--- src/sv/rcpm_pkg.sv ---
// ----------------------------------------------------------------------------
// rcpm_pkg
// Shared constants and types for the rounded corner pixel mask.
// ----------------------------------------------------------------------------
package rcpm_pkg;

    localparam int COORD_BITS = 12;              // column/row counter width
    localparam int CFG_BITS   = 12;              // widest config register
    localparam int PIX_BITS   = 24;
    localparam int DELTA_BITS = COORD_BITS + 1;  // 2R-2c-1 term
    localparam int SQ_BITS    = 2 * DELTA_BITS;
    localparam int SUM_BITS   = SQ_BITS + 1;

    typedef enum logic [1:0] {
        CFG_FRAME_WIDTH   = 2'd0,
        CFG_FRAME_HEIGHT  = 2'd1,
        CFG_CORNER_RADIUS = 2'd2,
        CFG_PIXEL_FORMAT  = 2'd3
    } t_cfg_index;

    // frame geometry seen by the corner test
    typedef struct packed {
        logic [COORD_BITS-1:0] width;
        logic [COORD_BITS-1:0] height;
        logic [COORD_BITS-1:0] radius;   // already clamped
    } t_geom;

endpackage

--- src/sv/rounded_corner_pixel_mask.sv ---
// ----------------------------------------------------------------------------
// rounded_corner_pixel_mask
// Blacks out pixels outside a quarter circle in each corner of a raster frame.
// ----------------------------------------------------------------------------
//  channel   direction  handshake                   payload
//  input     in         i_in_valid / o_in_ready     i_pixel_in, i_frame_start
//  output    out        o_out_valid / i_out_ready   o_pixel_out, o_masked,
//                                                   o_frame_end
//  config    in         i_cfg_wr_en                 i_cfg_index, i_cfg_data
//
//  One pixel per clock unless the output stalls, through a four-register
//  pipeline (position, corner mirror, squares, result). Synchronous
//  active-low reset restores W=128, H=32, radius 0, RGB24 and clears the
//  counters. The whole pipeline holds while a result waits and i_out_ready
//  is low; bubbles move forward otherwise.
// ----------------------------------------------------------------------------
module rounded_corner_pixel_mask (
    input  logic                          i_clk,
    input  logic                          i_rst_n,
    input  logic                          i_cfg_wr_en,
    input  rcpm_pkg::t_cfg_index          i_cfg_index,
    input  logic [rcpm_pkg::CFG_BITS-1:0] i_cfg_data,
    input  logic                          i_in_valid,
    output logic                          o_in_ready,
    input  logic [rcpm_pkg::PIX_BITS-1:0] i_pixel_in,
    input  logic                          i_frame_start,
    output logic                          o_out_valid,
    input  logic                          i_out_ready,
    output logic [rcpm_pkg::PIX_BITS-1:0] o_pixel_out,
    output logic                          o_masked,
    output logic                          o_frame_end
);
    import rcpm_pkg::*;

    logic [COORD_BITS-1:0] r_width, r_height, r_radius_req, r_radius;
    logic                  r_format;
    logic [COORD_BITS-1:0] r_col, r_row;

    logic [COORD_BITS-1:0] n_col, n_row, n_radius, smaller;
    logic [COORD_BITS-1:0] cur_x, cur_y;
    logic [COORD_BITS:0]   x_inc, y_inc;
    logic                  last_col, last_row;
    logic [PIX_BITS-1:0]   n_pix;

    logic                  r_v1, r_v2, r_v3, r_vo;
    logic [PIX_BITS-1:0]   r_pix1, r_pix2, r_pix3;
    logic                  r_end1, r_end2, r_end3;
    logic [COORD_BITS-1:0] r_x1, r_y1;
    logic [PIX_BITS-1:0]   r_pix_out;
    logic                  r_masked, r_end_out;

    logic   en, take, outside;
    t_geom  geom;

    assign en         = !r_vo || i_out_ready;
    assign o_in_ready = en;
    assign take       = i_in_valid && en;

    // clamp radius to half the smaller side; zero side gives zero
    always_comb begin
        smaller  = (r_width < r_height) ? r_width : r_height;
        n_radius = (r_radius_req < (smaller >> 1)) ? r_radius_req : (smaller >> 1);
    end

    always_comb begin
        cur_x    = i_frame_start ? '0 : r_col;
        cur_y    = i_frame_start ? '0 : r_row;
        x_inc    = {1'b0, cur_x} + (COORD_BITS+1)'(1);
        y_inc    = {1'b0, cur_y} + (COORD_BITS+1)'(1);
        last_col = x_inc >= {1'b0, r_width};
        last_row = y_inc >= {1'b0, r_height};
        if (last_col) begin
            n_col = '0;
            n_row = last_row ? '0 : y_inc[COORD_BITS-1:0];
        end else begin
            n_col = x_inc[COORD_BITS-1:0];
            n_row = cur_y;
        end
        n_pix = r_format ? {8'h00, i_pixel_in[15:0]} : i_pixel_in;
    end

    always_ff @(posedge i_clk) begin
        if (!i_rst_n) begin
            r_width      <= COORD_BITS'(128);
            r_height     <= COORD_BITS'(32);
            r_radius_req <= '0;
            r_format     <= 1'b0;
        end else if (i_cfg_wr_en) begin
            case (i_cfg_index)
                CFG_FRAME_WIDTH:   r_width      <= i_cfg_data[COORD_BITS-1:0];
                CFG_FRAME_HEIGHT:  r_height     <= i_cfg_data[COORD_BITS-1:0];
                CFG_CORNER_RADIUS: r_radius_req <= i_cfg_data[COORD_BITS-1:0];
                CFG_PIXEL_FORMAT:  r_format     <= i_cfg_data[0];
                default: ;
            endcase
        end
    end

    always_ff @(posedge i_clk) begin
        if (!i_rst_n) begin
            r_radius <= '0;
            r_col    <= '0;
            r_row    <= '0;
            r_v1     <= 1'b0;
            r_v2     <= 1'b0;
            r_v3     <= 1'b0;
            r_vo     <= 1'b0;
        end else begin
            r_radius <= n_radius;
            if (take) begin
                r_col <= n_col;
                r_row <= n_row;
            end
            if (en) begin
                r_v1 <= i_in_valid;
                r_v2 <= r_v1;
                r_v3 <= r_v2;
                r_vo <= r_v3;
            end
        end
    end

    always_ff @(posedge i_clk) begin
        if (en) begin
            r_pix1    <= n_pix;
            r_end1    <= last_col && last_row;
            r_x1      <= cur_x;
            r_y1      <= cur_y;
            r_pix2    <= r_pix1;
            r_end2    <= r_end1;
            r_pix3    <= r_pix2;
            r_end3    <= r_end2;
            r_pix_out <= outside ? '0 : r_pix3;
            r_masked  <= outside;
            r_end_out <= r_end3;
        end
    end

    assign geom.width  = r_width;
    assign geom.height = r_height;
    assign geom.radius = r_radius;

    rcpm_corner_test u_corner (
        .i_clk     (i_clk),
        .i_en      (en),
        .i_x       (r_x1),
        .i_y       (r_y1),
        .i_geom    (geom),
        .o_outside (outside)
    );

    assign o_out_valid = r_vo;
    assign o_pixel_out = r_pix_out;
    assign o_masked    = r_masked;
    assign o_frame_end = r_end_out;

endmodule

--- src/sv/rcpm_corner_test.sv ---
// ----------------------------------------------------------------------------
// rcpm_corner_test
// Two-stage corner test: mirror to corner coordinates, square, compare.
// ----------------------------------------------------------------------------
module rcpm_corner_test (
    input  logic                            i_clk,
    input  logic                            i_en,
    input  logic [rcpm_pkg::COORD_BITS-1:0] i_x,
    input  logic [rcpm_pkg::COORD_BITS-1:0] i_y,
    input  rcpm_pkg::t_geom                 i_geom,
    output logic                            o_outside
);
    import rcpm_pkg::*;

    logic [COORD_BITS-1:0] n_cx, n_cy;
    logic                  n_band;
    logic [DELTA_BITS-1:0] n_dx, n_dy, n_r2;

    logic [DELTA_BITS-1:0] r_dx, r_dy, r_r2;
    logic                  r_band;
    logic [SQ_BITS-1:0]    r_sqx, r_sqy, r_lim;
    logic                  r_band2;

    logic x_in, x_lo, x_hi, y_in, y_lo, y_hi;

    always_comb begin
        x_in = i_x < i_geom.width;
        x_lo = i_x < i_geom.radius;
        x_hi = i_x >= (i_geom.width - i_geom.radius);
        y_in = i_y < i_geom.height;
        y_lo = i_y < i_geom.radius;
        y_hi = i_y >= (i_geom.height - i_geom.radius);

        n_cx = x_lo ? i_x : (i_geom.width - i_x - COORD_BITS'(1));
        n_cy = y_lo ? i_y : (i_geom.height - i_y - COORD_BITS'(1));

        n_band = (i_geom.radius != '0) && x_in && (x_lo || x_hi)
                 && y_in && (y_lo || y_hi);

        // out-of-band values wrap; they are dropped by the band flag
        n_r2 = {i_geom.radius, 1'b0};
        n_dx = n_r2 - {n_cx, 1'b0} - DELTA_BITS'(1);
        n_dy = n_r2 - {n_cy, 1'b0} - DELTA_BITS'(1);
    end

    always_ff @(posedge i_clk) begin
        if (i_en) begin
            r_dx    <= n_dx;
            r_dy    <= n_dy;
            r_r2    <= n_r2;
            r_band  <= n_band;
            r_sqx   <= SQ_BITS'(r_dx) * SQ_BITS'(r_dx);
            r_sqy   <= SQ_BITS'(r_dy) * SQ_BITS'(r_dy);
            r_lim   <= SQ_BITS'(r_r2) * SQ_BITS'(r_r2);
            r_band2 <= r_band;
        end
    end

    assign o_outside = r_band2 &&
        ((SUM_BITS'(r_sqx) + SUM_BITS'(r_sqy)) > SUM_BITS'(r_lim));

endmodule
--- config.mk ---
export PLATFORM = sky130hd
export DESIGN_NAME = rounded_corner_pixel_mask
export DESIGN_NICKNAME = d
export VERILOG_FILES = /design/src/sv/rcpm_pkg.sv /design/src/sv/rounded_corner_pixel_mask.sv /design/src/sv/rcpm_corner_test.sv
export SDC_FILE = /design/constraint.sdc
export NUM_CORES = 2
export LEC_CHECK = 0
export ABC_AREA = 1
export BUFFER_PORTS_ARGS = -buffer_cell sky130_fd_sc_hd__buf_4
export CAP_MARGIN = 10
export CORE_AREA = 2 2 252 204
export CTS_CLUSTER_DIAMETER = 200
export CTS_CLUSTER_SIZE = 14
export DETAILED_ROUTE_END_ITERATION = 8
export DIE_AREA = 0 0 254 206
export HOLD_SLACK_MARGIN = 0.15
export PLACE_DENSITY = 0.92
export RECOVER_POWER = 25
export SETUP_SLACK_MARGIN = 0.5
export SLEW_MARGIN = 20
export SYNTH_ARGS = -nofsm -noshare
export SYNTH_HDL_FRONTEND = slang
export SYNTH_SLANG_ARGS = --single-unit
--- constraint.sdc ---
create_clock -name i_clk -period 17.1 [get_ports i_clk]
set_clock_uncertainty 0.1 [all_clocks]
set_input_delay 3.42 -clock i_clk [delete_from_list [all_inputs] [get_ports i_clk]]
set_output_delay 3.42 -clock i_clk [all_outputs]
set_load 0.005 [all_outputs]
==> qor.txt <==
Status -> finished with violations
Failing checks -> capacitance limit, slew limit
WP buf/inv -> 3
Synth unique cells -> 56
Critical path's top delay family -> buffers and inverters
DIE AREA -> 52320 µm²
Vias -> 24895
Final min period -> 8.121 ns
Synth area leader -> edfxtp_1
Number of I/O pins -> 72
Net count after synthesis -> 4439
Hold Fails Final Rpt -> 0
Adder-Cell Fraction of Synth Area -> 34.89%
FFs w/ async S/R, synth -> 0%
First-pass GRT wire length -> 123800 µm
Final setup violation count -> 0
DRT antenna net count -> 0
Multiplexer share of the synthesized area -> 0.03521%
Ratio of cells with drive above 1 in the final layout -> 3.658%
R2R depth -> 21
Drt initial violations -> 2337
Placed cell area -> 33090 µm²
# resized after CTS -> 0
Crit path launch -> i_out_ready
Sum Neg Setup Slack -> 0 ns
Placed instance count -> 4355
Port buffer count -> 71
Die X -> 254 µm
CP Capture Point -> o_in_ready
Max-slew violations -> 52
Initial Util -> 63.73%
Slew Limit Headroom -> -20.87%
Worst-Skew Late Latency -> 0.62 ns
RR Startpoint -> u_corner.r_dy[6]
Register area share after synthesis -> 26.79%
Final Cell Area -> 33820 µm²
Crit-path most repeated cell -> buf_4
DR pass1 iterations -> 8
DRC violations left -> 0
Synth cell count leaders -> 878 x inv_1, 613 x nand2_1, 439 x ha_1
Nets@finish -> 4465
Slowest-stage cell, CP -> nor2_1
RSZ-0062 raised after global routing -> no
Syn Area/Cell -> 8.708 µm²
CTS tree -> yes
Synth area leaders -> edfxtp_1 22%, fa_1 18%, ha_1 17%
Mapped Area -> 31980 µm²
Max Fanout on Critical Path -> 122
Core Area -> 50180 µm²
Initial antenna violation count -> 0
Clock Sinks -> 311
Clk buf depth -> 3
Most frequent cell after synthesis -> inv_1
Layout Cells excl Fill -> 4403
Post-synthesis xor/xnor area fraction -> 5.000%
Synth warnings -> 0
Post-synthesis simple-gate area fraction -> 12.21%
Hold buffers post-CTS -> 0
Vias in the first global route -> 24857
Synth top area share -> 21.97%
Pin count of the biggest net entering global routing -> 123
Largest family of logic cells by synthesized area -> adder cells
Compound-gate portion of the synthesized area -> 9.616%
WP data arrival -> 4.60 ns
Tcrit/Tclk final -> 47.49%
Total CTS buffers -> 26
FP Rows -> 74
H-tree depth -> 1
Fmax -> 123.1 MHz
Area Growth Syn to Fin -> 5.743%
Die H -> 206 µm
Startpoint Class -> input pin
Worst Path Required -> 13.58 ns
Longest individual stage delay on the worst path -> 0.41 ns
Worst hold path type -> reg2reg
Grt ovf -> 0
Worst-path clk slew -> 0.07 ns
R2r endpoint -> u_corner.r_sqy[22]
WP depth -> 4
Setup crit end kind -> output pin
Max-cap violations -> 1
Main synth FF type -> edfxtp_1
Routed WL per cell -> 17.40 µm
WS Path Type -> in2out
Placer Congestion -> 0.9789
Total GRT Usage -> 29.79%
FF-to-FF setup slack -> 11.19 ns
Yosys reg bits -> 311
Post-CTS Setup Repair Bufs -> 0
Crit path cell chain -> buf_4 > nor2_1 > inv_8 > buf_4
EDFF count, synth -> 234
Via density -> 5.654
CTS Root Cell -> clkbuf_16
Post-synthesis cell count -> 3673
Hpwl dp -> 60160 µm
Final WL -> 76630 µm
Worst slew pin tran -> 1.813 ns
-- how the worst min path moves through the flow --
| stage | startpoint | to | slack [ns] | cells after the start |
|---|---|---|---|---|
| finish | r_pix1[12] | r_pix2[12] | 0.31 | 0 |
| floorplan | r_end3 | o_frame_end | 0.30 | 0 |
| global placement | r_pix2[13] | r_pix3[13] | 0.30 | 0 |
| global route | r_pix2[10] | r_pix3[10] | 0.32 | 0 |
| detailed placement | r_pix1[10] | r_pix2[10] | 0.30 | 0 |
| CTS | r_pix1[12] | r_pix2[12] | 0.32 | 0 |
-- area by class of cell --
type / count / area, µm²
well taps: 684 / 855.8
inverters: 885 / 3333
multi-input cells: 2400 / 19740
repair buffers: 75 / 548.0
flip-flops and latches: 311 / 8568
fillers: 3547 / 16360
clock inverters: 2 / 46.29
diodes: 1 / 2.502
clock buffers: 45 / 721.9
-- metal layers --
metal / track usage, % / vias up / routed length (µm)
met5: 0 / - / 0
met4: 14.54 / 0 / 4314
met3: 4.786 / 270 / 6420
met2: 49.83 / 1176 / 35620
met1: 37.88 / 11786 / 30270
li1: - / 11663 / -
-- cell families (layout without fill, tap and decap cells) --
kind of cell	Yosys count	count (layout)
buffers and inverters	962	1007
and+or+nand+nor	940	940
adders and majority gates	722	722
AOI/OAI and AO/OA	555	555
DFF	311	311
xor gates and xnor gates	181	181
other	1	2
muxes	1	1
-- metrics by stage --
stage / utilization [%] / setup WS, ns / hold slack, ns
floorplan: - / 5.490 / 0.3003
global placement: 65.93 / 8.953 / 0.3007
detailed placement: 65.93 / 8.942 / 0.3045
CTS: 67.46 / 8.947 / 0.3176
global route: 67.39 / 8.708 / 0.3223
finish: 67.39 / 8.979 / 0.3149
-- layout by cell type (no fill, tap or decap), types with 4 or more instances in the layout --
cell	instances
o31ai_1	9
fa_1	283
a21oi_1	285
a31oi_1	15
or2_2	12
nor4_1	7
xnor2_1	65
a211oi_1	6
nor3_1	27
o21bai_1	14
nand4_1	16
a21o_1	9
nor2_1	137
xor2_1	115
clkbuf_1	23
edfxtp_1	234
o21ai_0	146
inv_2	4
o21ai_1	4
nand3_1	105
nand2_1	615
a21boi_0	32
clkbuf_4	23
ha_1	439
inv_1	877
o211ai_1	16
o21a_1	6
dfxtp_1	77
buf_4	48
clkbuf_16	26
-- sequential cells by signal, indices dropped and copies added, names as in the netlist, 23 cells and up --
name	count
r_pix2	24
o_pixel_out	24
r_pix3	24
u_corner.r_lim	23
u_corner.r_sqy	24
r_pix1	24
u_corner.r_sqx	24
Power is left out: the tool's default activity adds up to more than one toggle a clock period on the data nets, which glitch-free logic cannot reach.
